$ cat config.mk
export PLATFORM = sky130hd
export DESIGN_NAME = rfh_front
export DESIGN_NICKNAME = d
export VERILOG_FILES = /design/src/design/rfh_pkg.sv /design/src/design/rfh_front.sv
export SDC_FILE = /design/constraint.sdc
export NUM_CORES = 1
export LEC_CHECK = 0
export ABC_CLOCK_PERIOD_IN_PS = 11600
export BUFFER_PORTS_ARGS = -buffer_cell sky130_fd_sc_hd__buf_2
export CORE_AREA = 2 2 260 262
export DETAILED_ROUTE_END_ITERATION = 8
export DIE_AREA = 0 0 262 264
export SLEW_MARGIN = 5
export SYNTH_ARGS = -nofsm -noshare
export SYNTH_HDL_FRONTEND = slang
export SYNTH_SLANG_ARGS = --single-unit
$ cat constraint.sdc
create_clock -name clk -period 11.6 [get_ports clk]
set_clock_uncertainty 0.05 [all_clocks]
set_input_delay 1.16 -clock clk [delete_from_list [all_inputs] [get_ports clk]]
set_output_delay 1.16 -clock clk [all_outputs]
set_load 0.05 [all_outputs]
$ cat src/design/rfh_pkg.sv
// shared types, constants and helpers for the ring feedback hash
package rfh_pkg;

  localparam int unsigned WORD_W     = 64;
  localparam int unsigned CHUNK_W    = 4 * WORD_W;
  localparam int unsigned CNT_W      = 6;
  localparam int unsigned IN_DATA_W  = 328;
  localparam int unsigned OUT_DATA_W = 256;

  localparam logic [CNT_W-1:0] CHUNK_BYTES = 6'd32;
  localparam logic [7:0]       STOP_BYTE   = 8'h80;
  localparam logic [63:0]      C_MIX1      = 64'hff51afd7ed558ccd;
  localparam logic [63:0]      C_MIX2      = 64'hc4ceb9fe1a85ec53;

  typedef enum logic [1:0] {
    KIND_FULL = 2'd0,
    KIND_TAIL = 2'd1,
    KIND_NONE = 2'd2
  } kind_t;

  typedef struct packed {
    logic [3:0][63:0] words;
    logic [63:0]      len;
    logic             first;
    logic             fin;
    kind_t            kind;
  } item_t;

  typedef struct packed {
    logic full;
    logic empty;
  } q_stat_t;

  typedef struct packed {
    logic busy;
  } bk_stat_t;

  function automatic logic [63:0] ring_k(input logic [2:0] idx);
    logic [63:0] k;
    case (idx)
      3'd0:    k = 64'h9e3779b185ebca87;
      3'd1:    k = 64'hbb67ae8584caa73b;
      3'd2:    k = 64'h3c6ef372fe94f82b;
      3'd3:    k = 64'ha54ff53a5f1d36f1;
      3'd4:    k = 64'h510e527fade682d1;
      3'd5:    k = 64'h9b05688c2b03e58a;
      3'd6:    k = 64'h1f12759bd39c024f;
      3'd7:    k = 64'h5be0cd19137e2179;
      default: k = 64'h0;
    endcase
    return k;
  endfunction

  function automatic logic [63:0] rotl(input logic [63:0] v, input int unsigned amt);
    logic [63:0] r;
    r = (v << amt) | (v >> (64 - amt));
    return r;
  endfunction

endpackage

$ cat src/design/rfh_front.sv
// input stage: saturates the byte count, pads tails and classifies each chunk
module rfh_front (
  input  logic                            clk,
  input  logic                            rst_n,
  input  logic                            in_tvalid,
  output logic                            in_tready,
  // block_word0, block_word1, block_word2, block_word3, bytes_valid, msg_length
  input  logic [rfh_pkg::IN_DATA_W-1:0]   in_tdata,
  // first
  input  logic                            in_tuser,
  input  logic                            in_tlast,
  input  rfh_pkg::q_stat_t                q_stat,
  output logic                            push_en,
  output rfh_pkg::item_t                  push_item
);
  import rfh_pkg::*;

  logic [CNT_W-1:0]   n_raw;
  logic [CNT_W-1:0]   n_sat;
  logic [CHUNK_W-1:0] padded;
  item_t              item;
  logic               f_v_r;
  logic               f_v_nxt;
  item_t              f_item_r;
  item_t              f_item_nxt;
  logic               accept;

  assign n_raw = in_tdata[261:256];
  assign n_sat = (n_raw > CHUNK_BYTES) ? CHUNK_BYTES : n_raw;

  always_comb begin
    for (int b = 0; b < 32; b++) begin
      if (6'(b) < n_sat) begin
        padded[b*8 +: 8] = in_tdata[b*8 +: 8];
      end else if ((6'(b) == n_sat) && (n_sat != '0)) begin
        padded[b*8 +: 8] = STOP_BYTE;
      end else begin
        padded[b*8 +: 8] = 8'h00;
      end
    end
  end

  always_comb begin
    item.words = padded;
    item.len   = in_tdata[325:262];
    item.first = in_tuser;
    item.fin   = in_tlast || (n_sat != CHUNK_BYTES);
    if (n_sat == CHUNK_BYTES) begin
      item.kind = KIND_FULL;
    end else if (n_sat == '0) begin
      item.kind = KIND_NONE;
    end else begin
      item.kind = KIND_TAIL;
    end
  end

  assign push_en   = f_v_r && !q_stat.full;
  assign push_item = f_item_r;
  assign in_tready = !f_v_r || !q_stat.full;
  assign accept    = in_tvalid && in_tready;

  always_comb begin
    f_v_nxt    = f_v_r;
    f_item_nxt = f_item_r;
    if (accept) begin
      f_v_nxt    = 1'b1;
      f_item_nxt = item;
    end else if (push_en) begin
      f_v_nxt = 1'b0;
    end
  end

  always_ff @(posedge clk) begin
    if (!rst_n) begin
      f_v_r <= 1'b0;
    end else begin
      f_v_r <= f_v_nxt;
    end
    f_item_r <= f_item_nxt;
  end

endmodule

==> results.yml <==
status:
  outcome: "completed"
timing:
  rsz0062_at_grt: "false"
  post-route-period-util_pct: 31.85
  tightest_slew_ns: 0.9905
  hold_viol_final: 0
  slew_violations: 0
  finalSetupTns_ns: 0
  fmax_ghz: 0.2707
  postLayoutSetupSlackWorst_ns: 7.906
  period_needed_ns: 3.694
  timing.slew.headroom_pct: 33.47
  finalSetupViolCount: 0
synthesis:
  ys_warn_count: 0
  synth_edf_count: 324
  synth_top_area_share_pct: 79.91
  synth.net_count: 1051
  async_reset_ff_share_pct: 0
  synth_top_cell_by_area: "edfxtp_1"
  syn_avg_cell_area_sq_um: 17.00
  synthTopCellsByArea: "edfxtp_1, nor2b_1, and2_1"
  synth.distinct_cells: 48
  synth-seq-cells: 325
  ys.flop_type: "edfxtp_1"
  synthCells: 716
  syn_area_sq_um: 12180
  synth-seq-area-share_pct: 80.07
worst_setup_path:
  criticalPathCategory: "in -> reg"
  cp-end-kind: "register"
  r2r_start: "f_v_r"
  crit_chain: "buf_2, nand2_1, and2_4, buf_4, buf_4"
  worstPathMaxFanout: 76
  cp_slowest_cell: "buf_4"
  cp.arrival_ns: 3.80
  cp-startpoint: "q_stat[1]"
  reg2reg_depth: 4
  slowest_delay_ns: 0.83
  cpMostUsedCell: "buf_4"
  worstPathRequired_ns: 11.71
  critPathLaunchType: "input pin"
placed_design:
  dp_hpwl_um: 32650
  portBuffers: 657
  dpl_worst_slack_ns: 7.386
  numPlacedInstances: 2235
  place_congestion: 0.7960
drt:
  wl_um: 42920
  drcViolationCount: 0
  ant_nets: 0
  topRoutingLayerUsed: "met5"
  wl_met1_um: 16710
  vias_per_cell: 3.731
  firstDrtPassIters: 6
  via_count: 8604
  wl_met2_um: 21240
  wl_per_cell_um: 18.61
  drtIter0Drc: 794
  wl_met3_um: 3879
hold_path:
  hp-class: "reg -> reg"
  hp-start: "f_v_r"
  whs_path_depth: 2
clock_network:
  root_buffer: "clkbuf_16"
  cts_buffer_depth: 3
  numCtsBuffers: 38
  cts_max_level: 2
  insertion_delay_ns: 0.54
  clkSlewWorstSetupHoldPaths_ns: 0.05
  cts_resized: 0
  postCtsSetupBuffers: 0
  cts_tree: "built"
  clock-sinks: 325
  hold_buffers: 0
final_layout:
  stdcell_count: 2306
  fin_nets: 1737
  drive_gt1_share_pct: 51.57
  nFillCells: 6963
  syn_to_final_growth_pct: 44.97
power_and_ir_drop:
  power_w: 0.003039
  p_leak_nw: 7.300
  powerDensity_nw_per_um2: 172.2
  peakVddDrop_uv: 94.80
job:
  maxCapViolCount: 0
grt:
  grt_overflow_total: 0
  grt_pass1_vias: 9029
  grt_max_degree: 77
  grt_pass1_wl_um: 59040
  grt_usage_pct: 11.72
  antenna_found_initial: 10
floorplan:
  dieHeight_um: 264
  initial_utilization_pct: 18.29
  fp-row-count: 95
  fp.dieW_um: 262
  core-area_sq_um: 66560
  die-area_sq_um: 69170
  io_pins: 661
==> cell families (layout without fill, tap and decap cells) <==
family          count (synthesis)  count (layout)  synth area share [%]
mux                             2               2                0.2055
simple gates                  301             301                 15.01
buf+inv                        30             743                 1.264
flops                         325             325                 80.07
other cells                     0               4                     0
compound gates                 58              58                 3.443
==> placed cells by master (no fill, tap or decap), drive strengths merged, types with 3 or more instances in the layout <==
master | Yosys | routed
buf | 15 | 667
edfxtp | 324 | 324
nor2b | 112 | 112
and2 | 108 | 108
clkbuf | 6 | 51
nor2 | 20 | 20
a21oi | 20 | 20
nand2 | 19 | 19
o21ai | 15 | 15
clkinv | 0 | 13
nand3 | 10 | 10
and2b | 10 | 10
inv | 9 | 10
diode | 0 | 4
or2 | 4 | 4
a21o | 4 | 4
nor3 | 4 | 4
a22o | 3 | 3
o31ai | 3 | 3
o21a | 3 | 3
or3 | 3 | 3
==> cell usage after synthesis (2+ instances only) <==
| library cell | number |
|---|---|
| a21o_1 | 4 |
| a21oi_1 | 13 |
| a21oi_2 | 7 |
| a22o_1 | 3 |
| and2_1 | 108 |
| and2b_1 | 10 |
| and3_1 | 2 |
| buf_2 | 9 |
| buf_4 | 4 |
| buf_6 | 2 |
| clkbuf_1 | 6 |
| edfxtp_1 | 324 |
| inv_1 | 9 |
| nand2_1 | 19 |
| nand3_1 | 10 |
| nand4_1 | 2 |
| nor2_1 | 20 |
| nor2b_1 | 112 |
| nor3_1 | 2 |
| o211ai_1 | 2 |
| o21a_1 | 3 |
| o21ai_0 | 10 |
| o21ai_1 | 3 |
| o21ai_2 | 2 |
| o31ai_1 | 3 |
| or2_2 | 4 |
| or3_1 | 2 |
==> metal layers <==
metal  global-route usage [%]  up-vias
li1                         -     3987
met1                    13.31     4135
met2                    20.67      419
met3                    3.934       55
met4                    3.481        8
met5                        0        -
==> power by group <==
part           switching, W  leakage [nW]  internal [W]  total [W]
sequential        0.0000188          3.19       0.00139    0.00141
clock              0.000468         0.548      0.000639    0.00111
combinational      0.000401          3.56      0.000123   0.000524
total              0.000888          7.30       0.00215    0.00304
==> final cells by class <==
cell class / count / area, sq um / share of cell area, %
antenna: 4 / 10.01 / 0.05671
clock inverter: 16 / 106.4 / 0.6025
inverter: 9 / 33.78 / 0.1914
timing repair buffer: 667 / 3363 / 19.05
sequential: 325 / 9749 / 55.23
multi-input combinational: 361 / 2275 / 12.89
tap: 873 / 1092 / 6.188
clock buffer: 51 / 1021 / 5.784
==> state kept, by name, indices dropped and copies added, names as in the netlist <==
| register | flops |
|---|---|
| f_v_r | 1 |
| push_item | 324 |
==> worst paths after layout <==
path	slack, ns	end
setup / recovery	7.91	push_item[27]
hold / removal	0.50	f_v_r
setup reg to reg	8.31	push_item[27]
hold reg to reg	0.50	f_v_r
==> worst max-delay path, delay by kind of cell <==
kind / cells / cell delay, ns
AND/OR/NAND/NOR: 2 / 0.66
buffers and inverters: 3 / 1.72
==> through the flow <==
stage | instance area (sq um) | hold slack (ns) | util [%]
after detailed placement | 16510 | 0.4725 | 24.81
after global placement | 16510 | 0.4748 | 24.81
after global routing | 17640 | 0.5533 | 26.50
after floorplan | 12180 | 0.4365 | -
after CTS | 17640 | 0.5023 | 26.50
final | 17650 | 0.4968 | 26.52
Power figures use the tool's default switching activity.
