## src/design/rfh_pkg.sv

```systemverilog
// shared types, constants and helpers for the ring feedback hash
package rfh_pkg;

  localparam int unsigned WORD_W     = 64;
  localparam int unsigned CHUNK_W    = 4 * WORD_W;
  localparam int unsigned CNT_W      = 6;
  localparam int unsigned IN_DATA_W  = 328;
  localparam int unsigned OUT_DATA_W = 256;

  localparam logic [CNT_W-1:0] CHUNK_BYTES = 6'd32;
  localparam logic [7:0]       STOP_BYTE   = 8'h80;
  localparam logic [63:0]      C_MIX1      = 64'hff51afd7ed558ccd;
  localparam logic [63:0]      C_MIX2      = 64'hc4ceb9fe1a85ec53;

  typedef enum logic [1:0] {
    KIND_FULL = 2'd0,
    KIND_TAIL = 2'd1,
    KIND_NONE = 2'd2
  } kind_t;

  typedef struct packed {
    logic [3:0][63:0] words;
    logic [63:0]      len;
    logic             first;
    logic             fin;
    kind_t            kind;
  } item_t;

  typedef struct packed {
    logic full;
    logic empty;
  } q_stat_t;

  typedef struct packed {
    logic busy;
  } bk_stat_t;

  function automatic logic [63:0] ring_k(input logic [2:0] idx);
    logic [63:0] k;
    case (idx)
      3'd0:    k = 64'h9e3779b185ebca87;
      3'd1:    k = 64'hbb67ae8584caa73b;
      3'd2:    k = 64'h3c6ef372fe94f82b;
      3'd3:    k = 64'ha54ff53a5f1d36f1;
      3'd4:    k = 64'h510e527fade682d1;
      3'd5:    k = 64'h9b05688c2b03e58a;
      3'd6:    k = 64'h1f12759bd39c024f;
      3'd7:    k = 64'h5be0cd19137e2179;
      default: k = 64'h0;
    endcase
    return k;
  endfunction

  function automatic logic [63:0] rotl(input logic [63:0] v, input int unsigned amt);
    logic [63:0] r;
    r = (v << amt) | (v >> (64 - amt));
    return r;
  endfunction

endpackage

```

## src/design/rfh_fifo.sv

```systemverilog
// short queue of classified chunks between front and core
module rfh_fifo #(
  parameter int unsigned DEPTH = 2
) (
  input  logic             clk,
  input  logic             rst_n,
  input  logic             push_en,
  input  rfh_pkg::item_t   push_item,
  input  logic             pop_en,
  output rfh_pkg::item_t   head,
  output rfh_pkg::q_stat_t q_stat
);
  import rfh_pkg::*;

  localparam int unsigned AW = (DEPTH > 1) ? $clog2(DEPTH) : 1;
  localparam int unsigned CW = $clog2(DEPTH + 1);

  item_t         mem [DEPTH];
  logic [AW-1:0] wr_ptr_r;
  logic [AW-1:0] wr_ptr_nxt;
  logic [AW-1:0] rd_ptr_r;
  logic [AW-1:0] rd_ptr_nxt;
  logic [CW-1:0] count_r;
  logic [CW-1:0] count_nxt;

  assign head         = mem[rd_ptr_r];
  assign q_stat.full  = (count_r == CW'(DEPTH));
  assign q_stat.empty = (count_r == '0);

  always_comb begin
    wr_ptr_nxt = wr_ptr_r;
    rd_ptr_nxt = rd_ptr_r;
    count_nxt  = count_r;
    if (push_en) begin
      wr_ptr_nxt = (wr_ptr_r == AW'(DEPTH - 1)) ? '0 : wr_ptr_r + 1'b1;
    end
    if (pop_en) begin
      rd_ptr_nxt = (rd_ptr_r == AW'(DEPTH - 1)) ? '0 : rd_ptr_r + 1'b1;
    end
    if (push_en && !pop_en) begin
      count_nxt = count_r + 1'b1;
    end else if (pop_en && !push_en) begin
      count_nxt = count_r - 1'b1;
    end
  end

  always_ff @(posedge clk) begin
    if (!rst_n) begin
      wr_ptr_r <= '0;
      rd_ptr_r <= '0;
      count_r  <= '0;
    end else begin
      wr_ptr_r <= wr_ptr_nxt;
      rd_ptr_r <= rd_ptr_nxt;
      count_r  <= count_nxt;
    end
  end

  always_ff @(posedge clk) begin
    if (push_en) begin
      mem[wr_ptr_r] <= push_item;
    end
  end

endmodule

```

## config.mk

```make
export PLATFORM = sky130hd
export DESIGN_NAME = rfh_fifo
export DESIGN_NICKNAME = d
export VERILOG_FILES = /design/src/design/rfh_pkg.sv /design/src/design/rfh_fifo.sv
export SDC_FILE = /design/constraint.sdc
export NUM_CORES = 1
export LEC_CHECK = 0
export ABC_AREA = 1
export BUFFER_PORTS_ARGS = -buffer_cell sky130_fd_sc_hd__buf_2
export CAP_MARGIN = 10
export CORE_AREA = 10 10 249 251
export DETAILED_ROUTE_END_ITERATION = 16
export DIE_AREA = 0 0 259 261
export GPL_ROUTABILITY_DRIVEN = 0
export PLACE_DENSITY = 0.75
export REMOVE_ABC_BUFFERS = 1
export SETUP_SLACK_MARGIN = 0.2
export SYNTH_ARGS = -nofsm -noshare
export SYNTH_HDL_FRONTEND = slang
export SYNTH_SLANG_ARGS = --single-unit
export TNS_END_PERCENT = 30
```

## constraint.sdc

```tcl
create_clock -name clk -period 25.7 [get_ports clk]
set_input_delay 1.285 -clock clk [delete_from_list [all_inputs] [get_ports clk]]
set_output_delay 1.285 -clock clk [all_outputs]
set_load 0.01 [all_outputs]
```

==> flow_metrics.env, run 1 <==
export IMPL_outcome="finished clean"
export IMPL_grt_remaining_overflow=0
export IMPL_ys_seq_elements=653
export IMPL_min_delay_start="rd_ptr_r$_SDFFE_PN0P_"
export IMPL_port_buffers=653
export IMPL_hold_buffers=0
export IMPL_dp_hpwl_mm=42.41
export IMPL_finClkSkew_ns=0.02367
export IMPL_start_kind="flop"
export IMPL_synth_top_area_share_pct=82.09
export IMPL_drive_gt1_share_pct=60.16
export IMPL_clockBufferDepth=3
export IMPL_dp_cells=2435
export IMPL_grt_setup_unrepaired="no"
export IMPL_setup_tns_ns=0
export IMPL_die_w_um=259
export IMPL_ys_types=13
export IMPL_vdd_drop_max_v=0.00007005
export IMPL_cp_end_kind="output pin"
export IMPL_clk_pin_slew_worst_paths_ns=0.06
export IMPL_utilization_pct=52.07
export IMPL_num_rows=88
export IMPL_ff2ff_path_depth=4
export IMPL_cts_sinks=653
export IMPL_crit_path_max_fanout=72
export IMPL_ant_nets=0
export IMPL_synth_top_area_cell="edfxtp_1"
export IMPL_num_vias=12460
export IMPL_syn_area_sq_mm=0.02370
export IMPL_ctsRootBufferMaster="clkbuf_16"
export IMPL_fin_cells=2570
export IMPL_worst_pin_slew_ns=1.167
export IMPL_synth_area_top_cells="edfxtp_1, mux2_2, buf_6, dfxtp_1, nor2_1"
export IMPL_finalCritPeriodShare_pct=20.05
export IMPL_power_density_mw_per_mm2=79.92
export IMPL_cts_tree="yes"
export IMPL_syn_to_final_growth_pct=25.54
export IMPL_grt_pass1_wl_mm=83.63
export IMPL_grt_pass1_vias=13300
export IMPL_core_area_sq_mm=0.05714
export IMPL_cts_repair_resized=0
export IMPL_worstSetupPathType="flop to output pin"
export IMPL_r2r_setup_slack_ns=22.28
export IMPL_critPathRequiredTime_ns=24.41
export IMPL_yosys_warnings=0
export IMPL_fp_dieH_um=261
export IMPL_cp_arrival_ns=3.87
export IMPL_clk_latency_ns=0.59
export IMPL_fin_crit_ns=5.152
export IMPL_hold_viol=0
export IMPL_fp_dieArea_sq_mm=0.06760
export IMPL_cts_made_buffers=68
export IMPL_dr_pass1_iters=4
export IMPL_r2r_end="mem[1][290]$_DFFE_PP_"
export IMPL_post_cts_buffers=0
export IMPL_drt_iter0_drc=769
export IMPL_maxSlewViolCount=0
export IMPL_setup_violations=0
export IMPL_grt_max_degree=160
export IMPL_ys_seq_area_share_pct=82.52
export IMPL_fmax_ghz=0.1941
export IMPL_vias_per_cell=4.847
export IMPL_maxSlewHeadroom_pct=22.19
export IMPL_io_pins=654
export IMPL_avgSynthCellArea_sq_um=22.73
export IMPL_nNetsFinal=2069
export IMPL_wl_mm=58.74
export IMPL_synthCells=1043
export IMPL_hold_path_depth=2
export IMPL_grt_use_total_pct=16.50
export IMPL_r2r_start="wr_ptr_r$_SDFFE_PN0P_"
export IMPL_antenna_found_initial=20
export IMPL_cts_max_level=3
export IMPL_wire_per_inst_um=22.85
export IMPL_start_util_pct=41.48
export IMPL_hold_path_class="flop to flop"
export IMPL_leakage_nw=11.05
export IMPL_drv_cap=0
export IMPL_drc=0
## how the worst max path moves through the flow
stage | slack [ns] | to | start
floorplan | 9.82 | mem[0][0]$_DFFE_PP_ | push_en
global placement | 21.23 | head[114] | flop
detailed placement | 21.14 | head[122] | flop
CTS | 20.50 | head[122] | flop
global route | 20.33 | head[122] | flop
finish | 20.55 | head[122] | flop
## metrics by stage
step	cell area (sq um)	total power [mW]	setup WS, ns	hold slack [ns]
CTS	29720	2.408	20.50	0.5083
global route	29750	2.466	20.33	0.5582
finish	29760	2.378	20.55	0.5150
floorplan	23330	1.415	9.819	0.4635
global placement	27670	1.484	21.23	0.4759
detailed placement	27670	1.492	21.14	0.4848
## logic make-up (layout without fill, tap and decap cells)
family / Yosys count / count (layout) / synth area share [%]
simple gates: 19 / 19 / 0.3167
compound gates: 2 / 2 / 0.04219
other cells: 0 / 13 / 0
mux: 324 / 324 / 15.39
flops: 653 / 653 / 82.52
fa+ha+maj: 1 / 1 / 0.05278
buf+inv: 44 / 793 / 1.679
## layer usage
layer | track usage (%) | vias to the layer above | wire [um]
met2 | 29.40 | 504 | 31470
li1 | - | 5569 | -
met1 | 17.60 | 6237 | 20410
met3 | 5.583 | 134 | 4911
met4 | 7.139 | 14 | 1853
met5 | 0 | - | 94
## cells in the final DEF (no fill, tap or decap)
cell and instances:
o21ai_0 1, edfxtp_1 648, diode_2 13, clkbuf_8 1, a21oi_1 1, clkinv_1 13, dfxtp_1 4, nand2_1 8
clkinv_8 2, inv_8 1, nand4_1 1, buf_12 1, inv_1 7, dfxtp_4 1, mux2_2 324, nor2_4 1
inv_6 6, ha_1 1, buf_4 9, clkbuf_1 21, clkinv_2 6, nor2_1 8, bufinv_16 2, clkbuf_16 69
buf_2 653, nand3_1 1, clkinvlp_4 2
## sequential cells by signal, summed over array words and instances, names as in the netlist, named ones only
name	flops
mem	648
count_r	2
wr_ptr_r	1
rd_ptr_r	1
## final cells by class
class                   instances  area (sq um)
clock inverters                31         239.0
diodes                         13         32.53
fillers                      4553         27390
well taps                     765         957.2
inverters                       8         37.54
clock buffers                  91          1819
flip-flops and latches        653         19560
multi-input cells             346          3754
repair buffers                663          3356
## critical path: stages, from the launching register on
cell and delay [ns]:
dfxtp_4 0.98, buf_4 0.83, buf_4 0.76, mux2_2 0.43, buf_2 0.15
## power breakdown
part	internal (mW)	total (mW)	switching, mW
registers	1.24	1.25	0.0170
clock network	0.521	0.912	0.391
logic	0.0946	0.213	0.119
## Yosys cell counts
cell      instances
o21ai_0           1
nor2_1            9
inv_1             8
edfxtp_1        648
nand3_1           1
a21oi_1           1
buf_6            30
mux2_2          324
nand2_1           8
nand4_1           1
ha_1              1
dfxtp_1           5
buf_2             6
No activity file was read; power rests on OpenSTA's default activity.
==> run 2, diff against run 1 <==
- ABC_AREA: 1 -> 0
- CORE_AREA: 10 10 249 251 -> 10 10 243 245
- DIE_AREA: 0 0 259 261 -> 0 0 253 255
- PLACE_DENSITY: 0.75 -> 0.8
- clock period: 25.7 -> 4.4 ns (I/O delays scaled with it)
==> flow_metrics.env, run 2 <==
export IMPL_setup_tns_ns=0
export IMPL_leakage_nw=12.49
export IMPL_fin_crit_ns=2.925
export IMPL_holdPathEnd="mem[0][156]$_DFFE_PP_"
export IMPL_largest_reg_flops=648
export IMPL_cts_max_level=3
export IMPL_r2r_start="wr_ptr_r$_SDFFE_PN0P_"
export IMPL_top_register="mem"
export IMPL_ys_async_sr_fraction_pct=0
export IMPL_core_area_sq_mm=0.05445
export IMPL_finClkSkew_ns=0.02888
export IMPL_ys_seq_elements=653
export IMPL_ant_nets=0
export IMPL_wire_per_inst_um=24.30
export IMPL_synth_top_area_cell="edfxtp_1"
export IMPL_worst_pin_slew_ns=1.078
export IMPL_r2r_end="mem[1][103]$_DFFE_PP_"
export IMPL_grt_pass1_wl_mm=99.16
export IMPL_nNetsFinal=2394
export IMPL_netlist_top_cells_count="edfxtp_1, mux2_2, buf_6, buf_2, dfxtp_1"
export IMPL_cp_arrival_ns=2.70
export IMPL_hold_viol=0
export IMPL_cts_made_buffers=66
export IMPL_wl_mm=68.71
export IMPL_final_cell_mix="buf_2, edfxtp_1, dlygate4sd3_1"
export IMPL_grt_use_total_pct=20.42
export IMPL_dpl_worst_slack_ns=2.065
export IMPL_drive_gt1_share_pct=51.51
export IMPL_min_delay_start="push_item[156]"
export IMPL_critPathRequiredTime_ns=4.18
export IMPL_clk_pin_slew_worst_paths_ns=0.07
export IMPL_grt_max_degree=146
export IMPL_placed_area_sq_mm=0.02775
export IMPL_clk_latency_ns=0.60
export IMPL_synth_most_common_cell="edfxtp_1"
export IMPL_cp_end_kind="output pin"
export IMPL_grt_remaining_overflow=0
export IMPL_antenna_found_initial=7
export IMPL_synthCells=1030
export IMPL_max_stage_delay_ns=1.04
export IMPL_outcome="finished clean"
export IMPL_fin_cells=2827
export IMPL_yosys_warnings=0
export IMPL_drc=0
export IMPL_maxSlewViolCount=0
export IMPL_layout_commonest_cell="buf_2"
export IMPL_layout_setup_ws_ns=1.475
export IMPL_synthFlopType="edfxtp_1"
export IMPL_final_area_sq_mm=0.03313
export IMPL_vdd_drop_max_v=0.0004208
export IMPL_crit_family="flip-flops"
export IMPL_drt_iter0_drc=949
export IMPL_ys_seq_area_share_pct=82.56
export IMPL_cts_repair_resized=0
export IMPL_cts_sinks=653
export IMPL_port_buffers=653
export IMPL_start_util_pct=43.51
export IMPL_hold_path_depth=2
export IMPL_grt_setup_unrepaired="no"
export IMPL_fp_dieH_um=255
export IMPL_die_w_um=253
export IMPL_io_pins=654
export IMPL_hold_path_class="input pin to flop"
export IMPL_worstSetupPathType="flop to output pin"
export IMPL_critPathSlowestCell="dfxtp_4"
export IMPL_synth_top_area_share_pct=82.13
export IMPL_dp_hpwl_mm=40.86
export IMPL_path_buf_inv=2
export IMPL_fp_dieArea_sq_mm=0.06452
export IMPL_power_density_mw_per_mm2=438.2
export IMPL_vias_per_cell=5.037
export IMPL_top_regs="mem: 648 flops, count_r: 2 flops"
export IMPL_r2r_setup_slack_ns=2.24
export IMPL_ff2ff_path_depth=2
export IMPL_power_mw=14.52
export IMPL_ys_types=16
export IMPL_syn_to_final_growth_pct=39.85
export IMPL_drv_cap=0
export IMPL_synth_area_top_cells="edfxtp_1, mux2_2, buf_6, dfxtp_1, buf_2"
export IMPL_synth_enable_flop_cells=648
export IMPL_num_rows=86
export IMPL_setup_violations=0
export IMPL_avgSynthCellArea_sq_um=23.00
export IMPL_grt_pass1_vias=15860
export IMPL_finalCritPeriodShare_pct=66.47
export IMPL_fmax_ghz=0.3419
export IMPL_dp_cells=2373
export IMPL_clockBufferDepth=3
export IMPL_syn_area_sq_mm=0.02369
export IMPL_cp_cell_sequence="buf_12 > mux2_2 > buf_2"
export IMPL_cts_tree="yes"
export IMPL_ctsRootBufferMaster="clkbuf_16"
export IMPL_num_vias=14240
export IMPL_maxSlewHeadroom_pct=28.14
export IMPL_start_kind="flop"
export IMPL_crit_path_max_fanout=69
export IMPL_dr_pass1_iters=5
-- run 2: cell count changes in the layout (fill, tap and decap cells not counted), sizes merged, moves of 6 or more --
| cell | previous run | this run |
|---|---|---|
| dlygate4sd3 | 0 | 328 |
| buf | 663 | 675 |
| inv | 14 | 2 |
| nand2 | 8 | 0 |
| nor2 | 9 | 1 |
| diode | 13 | 7 |
-- run 2: layer usage --
layer,routed length [um],global-route usage [%],share of wire [%]
met1,22720,21.11,33
met2,37360,37.46,54
met3,5695,5.655,8.3
met4,2930,10.25,4.3
met5,0,0,0
-- run 2: worst reg2reg max path: cells and delay by family, from the launching register on --
family                 cells  cell delay, ns
buffers and inverters      1            0.48
DFF                        1            0.40
and+or+nand+nor            1            0.66
-- run 2: metrics by stage --
stage | hold WS, ns | util [%]
floorplan | 0.3189 | -
global placement | 0.4066 | 50.97
detailed placement | 0.4111 | 50.97
CTS | 0.2959 | 60.82
global route | 0.3185 | 60.85
finish | 0.3513 | 60.85
-- run 2: repair_timing --
item,CTS,global route
hold endpoints to repair,653,0
endpoints found under the setup margin,0,0
buffers inserted,0,0
hold buffers,328,0
-- run 2: kinds of logic (layout without fill, tap and decap cells) --
logic type,count (synthesis),in the layout,synth area share (%)
AO/OA/AOI/OAI,3,3,0.08450
other,0,7,0
flip-flops,653,653,82.56
XOR/XNOR,3,3,0.1109
AND/OR/NAND/NOR,9,9,0.2271
buffers and inverters,37,1123,1.568
adder cells (fa/ha/maj),1,1,0.05280
multiplexers,324,324,15.40
-- run 2: worst max path at each step --
| stage | from | endpoint | slack (ns) | cells after the start |
|---|---|---|---|---|
| 6_report | flop | head[149] | 1.48 | 3 |
| 3_5_place_dp | flop | head[149] | 2.07 | 3 |
| 4_1_cts | flop | head[149] | 1.43 | 3 |
| 3_3_place_gp | flop | head[149] | 2.10 | 3 |
| 5_1_grt | flop | head[103] | 1.35 | 3 |
| 2_1_floorplan | wr_ptr_r$_SDFFE_PN0P_ | wr_ptr_r$_SDFFE_PN0P_ | -11.27 | 2 |
-- run 2: area by class of cell --
class	instances	area [sq um]
Tap cell	704	880.8
Timing Repair Buffer	1003	6817
Clock inverter	30	300.3
Multi-Input combinational cell	340	3771
Clock buffer	89	1780
Inverter	1	3.754
Fill cell	3645	21310
Antenna cell	7	17.52
Sequential cell	653	19560
-- run 2: where the power goes --
part	internal (mW)	total [mW]	switching, mW	leakage, nW
Sequential	7.20	7.32	0.118	6.12
Clock	3.11	5.48	2.37	1.01
Combinational	0.845	1.72	0.877	5.35
